===== config.mk =====
export PLATFORM = sky130hd
export DESIGN_NAME = dense_line_rasterizer
export DESIGN_NICKNAME = d
export VERILOG_FILES = /design/src/hw/rtl/drl_pkg.sv /design/src/hw/rtl/drl_divider.sv /design/src/hw/rtl/drl_datapath.sv /design/src/hw/rtl/drl_ctrl.sv /design/src/hw/rtl/dense_line_rasterizer.sv
export SDC_FILE = /design/constraint.sdc
export NUM_CORES = 2
export LEC_CHECK = 0
export ABC_AREA = 1
export BUFFER_PORTS_ARGS = -buffer_cell sky130_fd_sc_hd__buf_2
export CAP_MARGIN = 25
export CORE_MARGIN = 5
export CORE_UTILIZATION = 30
export DETAILED_ROUTE_END_ITERATION = 10
export MAX_ROUTING_LAYER = met4
export PLACE_DENSITY = 0.43
export REMOVE_ABC_BUFFERS = 1
export SLEW_MARGIN = 25
export SYNTH_ARGS = -nofsm -noshare
export SYNTH_HDL_FRONTEND = slang
export SYNTH_HIERARCHICAL = 1
export SYNTH_SLANG_ARGS = --single-unit

===== constraint.sdc =====
create_clock -name clk -period 13.3 [get_ports clk]
set_input_delay 1.33 -clock clk [delete_from_list [all_inputs] [get_ports clk]]
set_output_delay 1.33 -clock clk [all_outputs]
set_load 0.02 [all_outputs]

===== src/hw/rtl/drl_pkg.sv =====
// ---------------------------------------------------------------------------
// drl_pkg: shared types and constants of the dense line rasteriser
// Controller states, command and status bundles, fixed widths.
// ---------------------------------------------------------------------------
package drl_pkg;

    // default coordinate format
    localparam int DEF_INT_BITS  = 5;
    localparam int DEF_FRAC_BITS = 8;

    // slope quotient fraction bits
    localparam int SLOPE_FRAC = 16;

    // cells per segment at most, and output cell field width
    localparam int MAX_CELLS = 64;
    localparam int CNT_W     = $clog2(MAX_CELLS + 1);
    localparam int CELL_W    = 5;

    typedef enum logic [3:0] {
        ST_IDLE,
        ST_SETUP,
        ST_DIV,
        ST_CMUL,
        ST_CADD,
        ST_LOOP,
        ST_STEP,
        ST_FINAL
    } drl_state_t;

    // which cell goes to the output register
    typedef enum logic [1:0] {
        CSEL_WALK,
        CSEL_STEP,
        CSEL_END
    } cell_sel_t;

    typedef struct packed {
        logic      load_in;
        logic      setup;
        logic      div_start;
        logic      load_m;
        logic      mul;
        logic      cadd;
        logic      emit;
        cell_sel_t cell_sel;
        logic      adv_a;
        logic      step_b;
        logic      cross_off;
    } drl_cmd_t;

    typedef struct packed {
        logic straight;
        logic div_done;
        logic slot_free;
        logic a_done;
        logic b_done;
        logic b_step_done;
        logic match;
    } drl_status_t;

endpackage


===== src/hw/rtl/drl_divider.sv =====
// ---------------------------------------------------------------------------
// drl_divider: iterative restoring divider
// Computes (num << SHIFT) / den on unsigned values, one quotient bit a cycle.
// ---------------------------------------------------------------------------
module drl_divider #(
    parameter int NUM_W = 13,
    parameter int SHIFT = 16
) (
    input  logic                     clk,
    input  logic                     rst_n,
    input  logic                     start,
    input  logic [NUM_W-1:0]         num,
    input  logic [NUM_W-1:0]         den,
    output logic                     busy,
    output logic                     done,
    output logic [NUM_W+SHIFT-1:0]   quo
);

    localparam int QW   = NUM_W + SHIFT;
    localparam int CNTW = $clog2(QW + 1);

    logic [QW-1:0]    quo_reg;
    logic [NUM_W-1:0] rem_reg;
    logic [NUM_W-1:0] den_reg;
    logic [CNTW-1:0]  cnt_reg;
    logic             busy_reg;
    logic             done_reg;

    logic [NUM_W:0]   rem_sh;
    logic [NUM_W:0]   rem_sub;
    logic             ge;

    // one restoring step
    always_comb
    begin
        rem_sh  = {rem_reg, quo_reg[QW-1]};
        rem_sub = rem_sh - {1'b0, den_reg};
        ge      = (rem_sh >= {1'b0, den_reg});
    end

    // control
    always_ff @(posedge clk or negedge rst_n)
    begin
        if (!rst_n)
        begin
            busy_reg <= 1'b0;
            done_reg <= 1'b0;
            cnt_reg  <= '0;
        end
        else
        begin
            done_reg <= 1'b0;
            if (start)
            begin
                busy_reg <= 1'b1;
                cnt_reg  <= CNTW'(QW);
            end
            else if (busy_reg)
            begin
                cnt_reg <= cnt_reg - 1'b1;
                if (cnt_reg == CNTW'(1))
                begin
                    busy_reg <= 1'b0;
                    done_reg <= 1'b1;
                end
            end
        end
    end

    // datapath
    always_ff @(posedge clk)
    begin
        if (start)
        begin
            quo_reg <= {num, {SHIFT{1'b0}}};
            rem_reg <= '0;
            den_reg <= den;
        end
        else if (busy_reg)
        begin
            quo_reg <= {quo_reg[QW-2:0], ge};
            rem_reg <= ge ? rem_sub[NUM_W-1:0] : rem_sh[NUM_W-1:0];
        end
    end

    assign busy = busy_reg;
    assign done = done_reg;
    assign quo  = quo_reg;

endmodule


===== src/hw/rtl/drl_datapath.sv =====
// ---------------------------------------------------------------------------
// drl_datapath: segment registers, slope, crossing and output register
// Sorts endpoints, holds the walk counters, computes the crossing cell.
// ---------------------------------------------------------------------------
module drl_datapath #(
    parameter int COORD_INT_BITS  = drl_pkg::DEF_INT_BITS,
    parameter int COORD_FRAC_BITS = drl_pkg::DEF_FRAC_BITS
) (
    input  logic                  clk,
    input  logic                  rst_n,
    input  drl_pkg::drl_cmd_t     cmd,
    output drl_pkg::drl_status_t  status,
    input  logic [COORD_INT_BITS+COORD_FRAC_BITS-1:0] x_start,
    input  logic [COORD_INT_BITS+COORD_FRAC_BITS-1:0] y_start,
    input  logic [COORD_INT_BITS+COORD_FRAC_BITS-1:0] x_end,
    input  logic [COORD_INT_BITS+COORD_FRAC_BITS-1:0] y_end,
    output logic                  out_valid,
    input  logic                  out_ready,
    output logic [drl_pkg::CELL_W-1:0] cell_col,
    output logic [drl_pkg::CELL_W-1:0] cell_row,
    output logic                  last_cell
);

    localparam int IW  = COORD_INT_BITS;
    localparam int FW  = COORD_FRAC_BITS;
    localparam int CW  = IW + FW;
    localparam int SF  = drl_pkg::SLOPE_FRAC;
    localparam int QW  = CW + SF;
    localparam int MW  = QW + 1;
    localparam int DW  = CW + 2;
    localparam int PW  = MW + DW;
    localparam int VW  = PW + 1;
    localparam int KW  = SF + FW;
    localparam int NW  = VW - KW;

    // captured segment
    logic [CW-1:0] xs_reg, ys_reg, xe_reg, ye_reg;

    // walk state
    logic [IW-1:0] ia_reg, ia_end_reg, ib_reg, ib_end_reg;
    logic          a_dec_reg, b_dec_reg, row_walk_reg, cross_en_reg;
    logic [CW-1:0] p0_reg, q0_reg;
    logic          den_neg_reg;
    logic signed [MW-1:0] m_reg;
    logic signed [PW-1:0] prod_reg;
    logic signed [NW-1:0] nxt_reg;
    logic [drl_pkg::CNT_W-1:0] cnt_reg;

    // output register
    logic                      out_valid_reg;
    logic [drl_pkg::CELL_W-1:0] col_reg, row_reg;
    logic                      last_reg;

    // setup decode
    logic          sw1, sw2, vert, horz, xmaj;
    logic [CW-1:0] xa, ya, xb, yb, xc, yc, xd, yd, dx, dy, dyc, dxc;
    logic [IW-1:0] ixa, iya, ixb, iyb, ixc, iyc, ixd, iyd;
    logic [IW-1:0] s_ia, s_ia_end, s_ib, s_ib_end;
    logic          s_a_dec, s_b_dec, s_row_walk, s_den_neg;
    logic [CW-1:0] s_p0, s_q0, s_num, s_den;

    always_comb
    begin
        sw1 = (xe_reg < xs_reg);
        xa  = sw1 ? xe_reg : xs_reg;
        ya  = sw1 ? ye_reg : ys_reg;
        xb  = sw1 ? xs_reg : xe_reg;
        yb  = sw1 ? ys_reg : ye_reg;
        ixa = xa[CW-1:FW];
        iya = ya[CW-1:FW];
        ixb = xb[CW-1:FW];
        iyb = yb[CW-1:FW];
        vert = (ixa == ixb);
        horz = (iya == iyb);
        dx   = xb - xa;
        dy   = (yb >= ya) ? (yb - ya) : (ya - yb);
        xmaj = (dx >= dy);
        // y-major walks upwards in rows
        sw2 = (yb < ya);
        xc  = sw2 ? xb : xa;
        yc  = sw2 ? yb : ya;
        xd  = sw2 ? xa : xb;
        yd  = sw2 ? ya : yb;
        ixc = xc[CW-1:FW];
        iyc = yc[CW-1:FW];
        ixd = xd[CW-1:FW];
        iyd = yd[CW-1:FW];
        dyc = yd - yc;
        dxc = (xd >= xc) ? (xd - xc) : (xc - xd);

        s_p0 = xa;
        s_q0 = ya;
        s_num = dx;
        s_den = dy;
        s_den_neg = sw2;
        if (vert)
        begin
            s_ia = iya;  s_ia_end = iyb;  s_a_dec = (iyb < iya);
            s_ib = ixa;  s_ib_end = ixb;  s_b_dec = 1'b0;
            s_row_walk = 1'b1;
        end
        else if (horz || xmaj)
        begin
            s_ia = ixa;  s_ia_end = ixb;  s_a_dec = 1'b0;
            s_ib = iya;  s_ib_end = iyb;  s_b_dec = (iyb < iya);
            s_row_walk = 1'b0;
        end
        else
        begin
            s_ia = iyc;  s_ia_end = iyd;  s_a_dec = 1'b0;
            s_ib = ixc;  s_ib_end = ixd;  s_b_dec = (xd < xc);
            s_row_walk = 1'b1;
            s_p0 = yc;
            s_q0 = xc;
            s_num = dyc;
            s_den = dxc;
            s_den_neg = (xd < xc);
        end
    end

    // slope divider
    logic          div_busy, div_done;
    logic [QW-1:0] div_quo;

    drl_divider #(
        .NUM_W (CW),
        .SHIFT (SF)
    ) u_div (
        .clk   (clk),
        .rst_n (rst_n),
        .start (cmd.div_start),
        .num   (s_num),
        .den   (s_den),
        .busy  (div_busy),
        .done  (div_done),
        .quo   (div_quo)
    );

    // crossing arithmetic
    logic [IW:0]          bnd;
    logic [CW:0]          bnd_raw;
    logic signed [DW-1:0] diff;
    logic signed [VW-1:0] v;
    logic signed [NW-1:0] nxt_val;
    logic [IW-1:0]        ia_step, ib_step;

    always_comb
    begin
        bnd     = {1'b0, ib_reg} + {{IW{1'b0}}, (ib_reg < ib_end_reg)};
        bnd_raw = {bnd, {FW{1'b0}}};
        diff    = $signed({1'b0, bnd_raw}) - $signed({2'b00, q0_reg});
        v       = $signed({{(VW-CW-SF){1'b0}}, p0_reg, {SF{1'b0}}})
                  + VW'(prod_reg);
        // quotient by 2^KW, rounded toward zero
        nxt_val = v[VW-1:KW] + NW'(v[VW-1] && (|v[KW-1:0]));
        ia_step = a_dec_reg ? (ia_reg - 1'b1) : (ia_reg + 1'b1);
        ib_step = b_dec_reg ? (ib_reg - 1'b1) : (ib_reg + 1'b1);
    end

    // walk registers
    always_ff @(posedge clk)
    begin
        if (cmd.load_in)
        begin
            xs_reg <= x_start;
            ys_reg <= y_start;
            xe_reg <= x_end;
            ye_reg <= y_end;
        end
        if (cmd.setup)
        begin
            ia_reg       <= s_ia;
            ia_end_reg   <= s_ia_end;
            ib_reg       <= s_ib;
            ib_end_reg   <= s_ib_end;
            a_dec_reg    <= s_a_dec;
            b_dec_reg    <= s_b_dec;
            row_walk_reg <= s_row_walk;
            p0_reg       <= s_p0;
            q0_reg       <= s_q0;
            den_neg_reg  <= s_den_neg;
        end
        else
        begin
            if (cmd.adv_a)
                ia_reg <= ia_step;
            if (cmd.step_b)
                ib_reg <= ib_step;
        end
        if (cmd.load_m)
            m_reg <= den_neg_reg ? -$signed({1'b0, div_quo}) : $signed({1'b0, div_quo});
        if (cmd.mul)
            prod_reg <= m_reg * diff;
        if (cmd.cadd)
            nxt_reg <= nxt_val;
    end

    // control registers of the datapath
    always_ff @(posedge clk or negedge rst_n)
    begin
        if (!rst_n)
        begin
            cross_en_reg  <= 1'b0;
            cnt_reg       <= '0;
            out_valid_reg <= 1'b0;
        end
        else
        begin
            if (cmd.setup)
                cross_en_reg <= !(vert || horz);
            else if (cmd.cross_off)
                cross_en_reg <= 1'b0;

            if (cmd.setup)
                cnt_reg <= '0;
            else if (cmd.emit && (cnt_reg < drl_pkg::CNT_W'(drl_pkg::MAX_CELLS)))
                cnt_reg <= cnt_reg + 1'b1;

            if (cmd.emit && (cnt_reg < drl_pkg::CNT_W'(drl_pkg::MAX_CELLS)))
                out_valid_reg <= 1'b1;
            else if (out_ready)
                out_valid_reg <= 1'b0;
        end
    end

    // output payload
    logic [IW-1:0] cell_a, cell_b;

    always_comb
    begin
        case (cmd.cell_sel)
            drl_pkg::CSEL_STEP:
            begin
                cell_a = ia_reg;
                cell_b = ib_step;
            end
            drl_pkg::CSEL_END:
            begin
                cell_a = ia_end_reg;
                cell_b = ib_end_reg;
            end
            default:
            begin
                cell_a = ia_reg;
                cell_b = ib_reg;
            end
        endcase
    end

    always_ff @(posedge clk)
    begin
        if (cmd.emit && (cnt_reg < drl_pkg::CNT_W'(drl_pkg::MAX_CELLS)))
        begin
            col_reg  <= drl_pkg::CELL_W'(row_walk_reg ? cell_b : cell_a);
            row_reg  <= drl_pkg::CELL_W'(row_walk_reg ? cell_a : cell_b);
            last_reg <= (cmd.cell_sel == drl_pkg::CSEL_END);
        end
    end

    // status back to the controller
    always_comb
    begin
        status.straight    = vert || horz;
        status.div_done    = div_done;
        status.slot_free   = !out_valid_reg || out_ready;
        status.a_done      = (ia_reg == ia_end_reg);
        status.b_done      = (ib_reg == ib_end_reg);
        status.b_step_done = (ib_step == ib_end_reg);
        status.match       = cross_en_reg && (nxt_reg == $signed({{(NW-IW){1'b0}}, ia_reg}));
    end

    assign out_valid = out_valid_reg;
    assign cell_col  = col_reg;
    assign cell_row  = row_reg;
    assign last_cell = last_reg;

    // checks
    a_cnt_cap: assert property (@(posedge clk) disable iff (!rst_n)
        cnt_reg <= drl_pkg::CNT_W'(drl_pkg::MAX_CELLS))
        else $error("cell count beyond cap");

    a_emit_slot: assert property (@(posedge clk) disable iff (!rst_n)
        cmd.emit |-> (!out_valid_reg || out_ready))
        else $error("cell emitted over a waiting result");

    a_div_idle: assert property (@(posedge clk) disable iff (!rst_n)
        cmd.div_start |-> !div_busy)
        else $error("divider restarted while busy");

    a_mul_quiet: assert property (@(posedge clk) disable iff (!rst_n)
        cmd.mul |-> !div_busy)
        else $error("crossing computed before slope is ready");

endmodule


===== src/hw/rtl/drl_ctrl.sv =====
// ---------------------------------------------------------------------------
// drl_ctrl: sequencer of the dense line rasteriser
// Steps through setup, slope division, crossing updates and the cell walk.
// ---------------------------------------------------------------------------
module drl_ctrl (
    input  logic                  clk,
    input  logic                  rst_n,
    input  logic                  in_valid,
    output logic                  in_ready,
    input  drl_pkg::drl_status_t  status,
    output drl_pkg::drl_cmd_t     cmd
);

    drl_pkg::drl_state_t state_reg, state_next;

    // state register
    always_ff @(posedge clk or negedge rst_n)
    begin
        if (!rst_n)
            state_reg <= drl_pkg::ST_IDLE;
        else
            state_reg <= state_next;
    end

    // next state
    always_comb
    begin
        state_next = state_reg;
        unique case (state_reg)
            drl_pkg::ST_IDLE:
                if (in_valid)
                    state_next = drl_pkg::ST_SETUP;
            drl_pkg::ST_SETUP:
                state_next = status.straight ? drl_pkg::ST_LOOP : drl_pkg::ST_DIV;
            drl_pkg::ST_DIV:
                if (status.div_done)
                    state_next = drl_pkg::ST_CMUL;
            drl_pkg::ST_CMUL:
                state_next = drl_pkg::ST_CADD;
            drl_pkg::ST_CADD:
                state_next = drl_pkg::ST_LOOP;
            drl_pkg::ST_LOOP:
                if (!status.a_done)
                begin
                    if (status.slot_free && status.match)
                        state_next = drl_pkg::ST_STEP;
                end
                else if (status.b_done || status.slot_free)
                    state_next = drl_pkg::ST_FINAL;
            drl_pkg::ST_STEP:
                if (status.slot_free)
                    state_next = status.b_step_done ? drl_pkg::ST_LOOP : drl_pkg::ST_CMUL;
            drl_pkg::ST_FINAL:
                if (status.slot_free)
                    state_next = drl_pkg::ST_IDLE;
            default:
                state_next = drl_pkg::ST_IDLE;
        endcase
    end

    // outputs
    always_comb
    begin
        cmd          = '0;
        cmd.cell_sel = drl_pkg::CSEL_WALK;
        in_ready     = 1'b0;
        unique case (state_reg)
            drl_pkg::ST_IDLE:
            begin
                in_ready    = 1'b1;
                cmd.load_in = in_valid;
            end
            drl_pkg::ST_SETUP:
            begin
                cmd.setup     = 1'b1;
                cmd.div_start = !status.straight;
            end
            drl_pkg::ST_DIV:
                cmd.load_m = status.div_done;
            drl_pkg::ST_CMUL:
                cmd.mul = 1'b1;
            drl_pkg::ST_CADD:
                cmd.cadd = 1'b1;
            drl_pkg::ST_LOOP:
                if (!status.a_done)
                begin
                    cmd.emit  = status.slot_free;
                    cmd.adv_a = status.slot_free && !status.match;
                end
                else
                    cmd.emit = status.slot_free && !status.b_done;
            drl_pkg::ST_STEP:
            begin
                cmd.cell_sel  = drl_pkg::CSEL_STEP;
                cmd.emit      = status.slot_free;
                cmd.step_b    = status.slot_free;
                cmd.adv_a     = status.slot_free;
                cmd.cross_off = status.slot_free && status.b_step_done;
            end
            drl_pkg::ST_FINAL:
            begin
                cmd.cell_sel = drl_pkg::CSEL_END;
                cmd.emit     = status.slot_free;
            end
            default:
                cmd = '0;
        endcase
    end

    // checks
    a_accept_idle: assert property (@(posedge clk) disable iff (!rst_n)
        (in_valid && in_ready) |=> (state_reg == drl_pkg::ST_SETUP))
        else $error("accepted segment did not start setup");

    a_step_emits: assert property (@(posedge clk) disable iff (!rst_n)
        (cmd.step_b) |-> (cmd.emit && cmd.adv_a))
        else $error("row or column change without corner cell");

endmodule


===== src/hw/rtl/dense_line_rasterizer.sv =====
// ---------------------------------------------------------------------------
// dense_line_rasterizer: 4-connected cell chain of a line segment
// Emits every grid cell touched by a fixed-point segment, corners included.
//
//   channel   dir  handshake          payload
//   s_*       in   tvalid/tready      tdata: x_start, y_start, x_end, y_end
//   m_*       out  tvalid/tready      tdata: cell_col, cell_row; tlast: last_cell
//
// One segment at a time. Diagonal segments go through transfer and setup,
// then wait on the slope divider and the first crossing multiply-add, then
// emit one cell per cycle while the output is not stalled, with a corner cell
// and a new crossing multiply-add at each row or column change, plus the end
// cell; straight segments skip the divider. Reset clears the sequencer and
// the output valid. A stalled output holds the walk; a new segment is taken
// once the final cell is in the output register.
// ---------------------------------------------------------------------------
module dense_line_rasterizer #(
    parameter int COORD_INT_BITS  = drl_pkg::DEF_INT_BITS,
    parameter int COORD_FRAC_BITS = drl_pkg::DEF_FRAC_BITS,
    localparam int CW  = COORD_INT_BITS + COORD_FRAC_BITS,
    localparam int SDW = ((4 * CW + 7) / 8) * 8
) (
    input  logic           clk,
    input  logic           rst_n,
    input  logic           s_tvalid,
    output logic           s_tready,
    // x_start, y_start, x_end, y_end from bit 0 up, zero padded
    input  logic [SDW-1:0] s_tdata,
    output logic           m_tvalid,
    input  logic           m_tready,
    // cell_col, cell_row from bit 0 up, zero padded
    output logic [15:0]    m_tdata,
    output logic           m_tlast
);

    drl_pkg::drl_cmd_t    cmd;
    drl_pkg::drl_status_t status;
    logic [drl_pkg::CELL_W-1:0] col, row;

    drl_ctrl u_ctrl (
        .clk      (clk),
        .rst_n    (rst_n),
        .in_valid (s_tvalid),
        .in_ready (s_tready),
        .status   (status),
        .cmd      (cmd)
    );

    drl_datapath #(
        .COORD_INT_BITS  (COORD_INT_BITS),
        .COORD_FRAC_BITS (COORD_FRAC_BITS)
    ) u_dp (
        .clk       (clk),
        .rst_n     (rst_n),
        .cmd       (cmd),
        .status    (status),
        .x_start   (s_tdata[CW-1:0]),
        .y_start   (s_tdata[2*CW-1:CW]),
        .x_end     (s_tdata[3*CW-1:2*CW]),
        .y_end     (s_tdata[4*CW-1:3*CW]),
        .out_valid (m_tvalid),
        .out_ready (m_tready),
        .cell_col  (col),
        .cell_row  (row),
        .last_cell (m_tlast)
    );

    assign m_tdata = {{(16 - 2 * drl_pkg::CELL_W){1'b0}}, row, col};

endmodule


Yosys cells after proc, flatten, opt, wreduce, memory -nomap -nowiden
Index checks and enable logic that the tools add are counted.

storage, ports and cells
  output and inout port bits = 19
  logic and storage cells = 188
  flip-flop bits (word level) = 285
  bits of input ports = 60

operators by class
  reductions and logical operators = 25
  order comparisons = 10
  $mul = 1
  eq/ne operators = 22
  multiplexer cells = 80
  add/subtract/negate cells = 18

operators with widths
  cell                                                                    count
  13-bit two-way mux                                                      19
  5-bit two-way mux                                                       19
  13-bit subtractor                                                       7
  29-bit two-way mux                                                      3
  30-bit by 45-bit adder with 46-bit output                               1
  30-bit by 15-bit multiplier with 45-bit output                          1
  13-bit greater-or-equal comparator                                      3
  13-bit < comparator                                                     3
  4-bit one-hot mux with 8 select lines                                   1
  29-bit negator with 30-bit output                                       1
  4-bit two-way mux                                                       7
  5-bit equality test                                                     5
  24-bit OR reduction                                                     1
  22-bit by 1-bit adder with 22-bit output                                1
  22-bit by 6-bit equality test with 1-bit output                         1
  1-bit two-way mux                                                       21
  4-bit by 3-bit equality test with 1-bit output (second input constant)  4
  14-bit by 13-bit subtractor with 15-bit output                          1
  5-bit by 1-bit subtractor with 5-bit output (second input constant)     3
  14-bit by 13-bit greater-or-equal comparator with 1-bit output          1
  7-bit two-way mux                                                       2
  2-bit nonzero test                                                      6
  5-bit by 1-bit adder with 5-bit output (second input constant)          2
  5-bit < comparator                                                      2
  other kinds (23)                                                        41

Logic depth before layout (Yosys ltp)
  depth after elaboration = 9
  gate-level depth with buffers = 48
  mapped depth without buffers = 46

Modules after synthesis
The synthesis kept the hierarchy.

modules (own cells, without submodules)
  module                 cells each  sequential area each (um^2)  times used  area an instance (um^2)
  drl_datapath           3960        6531.3                       1           31421.4
  drl_divider            394         1536.5                       1           3335.7
  drl_ctrl               70          75.1                         1           414.1
  dense_line_rasterizer  7           0.0                          1           48.8

Least setup slack after synthesis
OpenSTA, ideal clock, no wires.

  path kind = reg2reg
  start = reg u_dp.ib_reg[2]
  end = reg u_dp.prod_reg[42] (data pin)
  slack = 4.782 ns
  library setup time = 0.265 ns
  cell stages (with the launch flop) = 43
  arrival = 8.253 ns
  path buffers = 1
  data required time = 13.035 ns
  period minus slack after synthesis = 8.518 ns
  cell sequence = edfxtp_1 ha_1 a21oi_1 nor2_1 a2111oi_0 ha_1 ha_1 ha_1 a21oi_1 or2_2 nand2_1 nand2_1 nand2_1 or2_2 nand2_1 clkbuf_1 nor2_1 fa_1 [... 7 more ...] ha_1 nand2_1 nor2_1 nand2_1 o21ai_0 nand3_1 nand2_1 nand4_1 o211ai_1 nand2_1 o211ai_1 nand2_1 nand2_1 nand3_1 nand2_1 a21oi_1 o21ai_0 xor2_1

on the way
  cells in the longest elaborated chain, start to end = 4

ends and longest elaborated chain
  what                                              line                 RTL
  start: declaration                                drl_datapath.sv:40   logic [IW-1:0] ia_reg, ia_end_reg, ib_reg, ib_end_reg;
  start signal: assignment                          drl_datapath.sv:174  ib_reg <= s_ib;
  start signal: assignment                          drl_datapath.sv:188  ib_reg <= ib_step;
  5-bit < comparator                                drl_datapath.sv:149  bnd = {1'b0, ib_reg} + {{IW{1'b0}}, (ib_reg < ib_end_reg)};
  5-bit by 1-bit adder with 6-bit output *          drl_datapath.sv:149
  14-bit by 13-bit subtractor with 15-bit output *  drl_datapath.sv:151  diff = $signed({1'b0, bnd_raw}) - $signed({2'b00, q0_reg});
  30-bit by 15-bit multiplier with 45-bit output *  drl_datapath.sv:193  prod_reg <= m_reg * diff;
  end signal: assignment                            drl_datapath.sv:193
  end: declaration                                  drl_datapath.sv:45   logic signed [PW-1:0] prod_reg;

Every way passes the cells marked *; elsewhere a longest branch is shown, timed or not.
A chain may end at the register's enable or synchronous reset.

Worst setup path after layout
Same ends and word-level chain as after synthesis.

==> impl_metrics.csv <==
group,metric,value,unit
floorplanning,dieWidth,353,um
floorplanning,fp.dieArea,124000,um^2
sta,layout_min_cycle_time,10250,ps
clocking,cts_sinks,284,
global_routing,grt_use_total,17.3,%
worst_hold_path,holdPathEnd,"u_dp/u_div/rem_reg[11]",
run_status,status,"finished, final reports clean",
placed_design,port_buffers,68,
clocking,clock_path_buffers,3,
placed_design,place.gp.congestion,0.882,
clocking,cts_setup_buffers,0,
power_and_ir_drop,seqPwrFrac,46.3,%
floorplanning,rows,125,
detailed_routing,ant_nets,0,
synthesis,synth_edf_count,236,
sta,setup_viol,0,
worst_setup_path,rrSetupSlack,3050,ps
worst_setup_path,cp-end-kind,"flip-flop",
synthesis,syn_area_per_cell,7.95,um^2
sta,slew_viol_final,0,
synthesis,synthFlopType,"edfxtp_1",
power_and_ir_drop,power_per_cell_area,53.7,nW/um^2
synthesis,syn-cell-area,35200,um^2
clocking,htreeDepth,2,
power_and_ir_drop,power.switching,450,uW
worst_setup_path,cp_slowest_cell,"inv_1",
synthesis,synthTopCellsByArea,"fa_1, edfxtp_1, nand2_1, inv_1, ha_1",
synthesis,synth_cells,4431,
finish,fin_nets,5116,
worst_setup_path,crit_type,"reg -> reg",
placed_design,dp_slack,3030,ps
finish,drive_above_1_share,6.24,%
floorplanning,die_y,353,um
worst_setup_path,worstRegToRegCells,39,
worst_setup_path,slowest_delay,890,ps
detailed_routing,via_per_inst,4.66,
detailed_routing,drt_first_pass_iters,9,
global_routing,grt_max_degree,97,
power_and_ir_drop,internal_power,1.61,mW
finish,fin_cells,5993,
worst_setup_path,cp-start-kind,"flip-flop",
sta,tns,0,ps
finish,antenna_cells,0,
worst_setup_path,cp_common_cell,"nand2_1",
sta,slew-limit-headroom,36.4,%
synthesis,async_flop_share,6.69,%
power_and_ir_drop,p_clk_share,53.2,%
detailed_routing,num_vias,27900,
floorplanning,ioPinCount,79,
sta,hold_ws,476,ps
sta,final.setup_skew,32.1,ps
worst_hold_path,holdPathStages,2,
floorplanning,floorplan.initialDensity,30.3,%
clocking,cts_resized,0,
finish,synthToLayoutAreaGrowth,8.98,%
sta,worst_pin_slew,953,ps
power_and_ir_drop,p_leak,19.1,nW
synthesis,yosysWarnings,6,
global_routing,grt-ovfl-total,0,
synthesis,synth.distinct_cells,66,
synthesis,yosys.area.top_type,"fa_1",
synthesis,synth_top_area_share,23.9,%
global_routing,first_global_vias,28400,
power_and_ir_drop,switching_share,21.8,%
power_and_ir_drop,combPwrFrac,0.5,%
synthesis,ys_seq_elements,284,
clocking,insertion_delay,600,ps
worst_hold_path,hp-class,"reg -> reg",
power_and_ir_drop,fin_total_pwr,2.06,mW
floorplanning,core,116000,um^2
placed_design,post-dp-hpwl,84500,um
detailed_routing,wire_per_inst,17.6,um
clocking,cts_tree,"built",
clocking,hold_buffers,0,
power_and_ir_drop,ir_worst_vdd,0.0848,mV
sta,fin_crit_sh,77.1,%
clocking,cts-root-buf,"clkbuf_16",
global_routing,antenna_found_initial,0,
clocking,numCtsBuffers,40,
sta,fmax,97.5,MHz
detailed_routing,routed_wl,105000,um
sta,hold_viol,0,
worst_setup_path,worst-endpoint-required,13630,ps
placed_design,dp.cells,5919,
worst_setup_path,cp_data_arrival_time,10580,ps
worst_setup_path,r2r-start,"u_dp/ib_reg[2]",
detailed_routing,first_iter_violations,1721,
sta,setup_slack,3050,ps
synthesis,synthTopCellsByCount,"nand2_1, inv_1, fa_1, nor2_1, edfxtp_1",
worst_setup_path,reg2reg_to,"u_dp/prod_reg[42]",
sta,rsz0062_at_grt,"false",
job,cap_violations,0,
worst_setup_path,cp_max_fo,22,
detailed_routing,drc,0,
global_routing,grt_pass1_wl,165000,um
worst_hold_path,min-delay-start,"u_dp/u_div/rem_reg[11]",
synthesis,yosysMostFrequentCell,"nand2_1",
clocking,clk_pin_slew,60,ps
finish,largest_reg_flops,45,
synthesis,yosysSeqAreaShare,23.1,%
## power groups by stage
stage                     sequential [mW]  clock, mW  combinational [mW]
final                               0.953       1.10              0.0109
after global routing                0.953       1.18              0.0124
after CTS                           0.953       1.14              0.0112
after detailed placement            0.972          0              0.0112
after global placement              0.972          0              0.0111
after floorplan                     0.972          0             0.00162
## how the worst max path moves through the flow
stage,start,to,slack (ps),cells past startpoint
after global routing,u_dp/ib_reg[2],u_dp/prod_reg[42],2310,41
after CTS,u_dp/ib_reg[2],u_dp/prod_reg[42],3010,41
after global placement,u_dp/ib_reg[2],u_dp/prod_reg[42],3000,41
after detailed placement,u_dp/ib_reg[2],u_dp/prod_reg[42],3030,41
final,u_dp/ib_reg[2],u_dp/prod_reg[42],3050,39
after floorplan,u_dp/q0_reg[0],u_dp/prod_reg[42],4610,42
## layer usage
metal,vias up,track usage [%],share of wire (%),wire (um)
li1,13700,-,-,-
met3,99,2.07,4.2,4370
met5,-,-,0,0
met4,0,3.30,1.8,1840
met1,13600,22.8,46,48300
met2,528,28.9,48,50700
## layout make-up
type                    instances  area [um^2]
clock inverters                23          229
well taps                    1524         1910
multi-input cells            3029        22700
clock buffers                  50         1100
fillers                     12500        78000
repair buffers                 99          581
inverters                     984         3700
flip-flops and latches        284         8140
## per-stage QoR
stage | instance area, um^2 | util (%)
5_1_grt | 38400 | 33.0
3_5_place_dp | 37000 | 31.8
2_1_floorplan | 34500 | -
4_1_cts | 38400 | 33.0
3_3_place_gp | 37000 | 31.8
6_report | 38400 | 33.0
## logic make-up (layout without fill, tap and decap cells)
group / after synthesis / after routing / share of synthesized area (%)
buffers and inverters: 1123 / 1156 / 12.5
adders and majority gates: 618 / 618 / 30.9
other: 1 / 6 / 0.0106
DFF: 284 / 284 / 23.1
xor gates and xnor gates: 190 / 190 / 4.72
and+or+nand+nor: 1744 / 1744 / 20.8
muxes: 4 / 4 / 0.114
AOI/OAI and AO/OA: 467 / 467 / 7.74
## critical path: cells and delay by family, from the launching register on
kind,cells,cell delay (ps)
adders and majority gates,11,4510
and+or+nand+nor,15,2000
AOI/OAI and AO/OA,8,1860
buffers and inverters,4,1030
DFF,1,500
xor gates and xnor gates,1,90
## cells in the final DEF, fill, tap and decap left out, types with 29 or more instances in the layout
master	instances
a21oi_1	124
buf_2	68
buf_4	30
clkbuf_16	41
dfxtp_1	29
edfxtp_1	236
fa_1	421
ha_1	197
inv_1	954
nand2_1	1076
nand3_1	162
nand4_1	37
nor2_1	330
nor3_1	29
o21ai_0	169
o22ai_1	35
xnor2_1	38
xor2_1	152
Note: power is estimated with default switching activity, not from simulation.
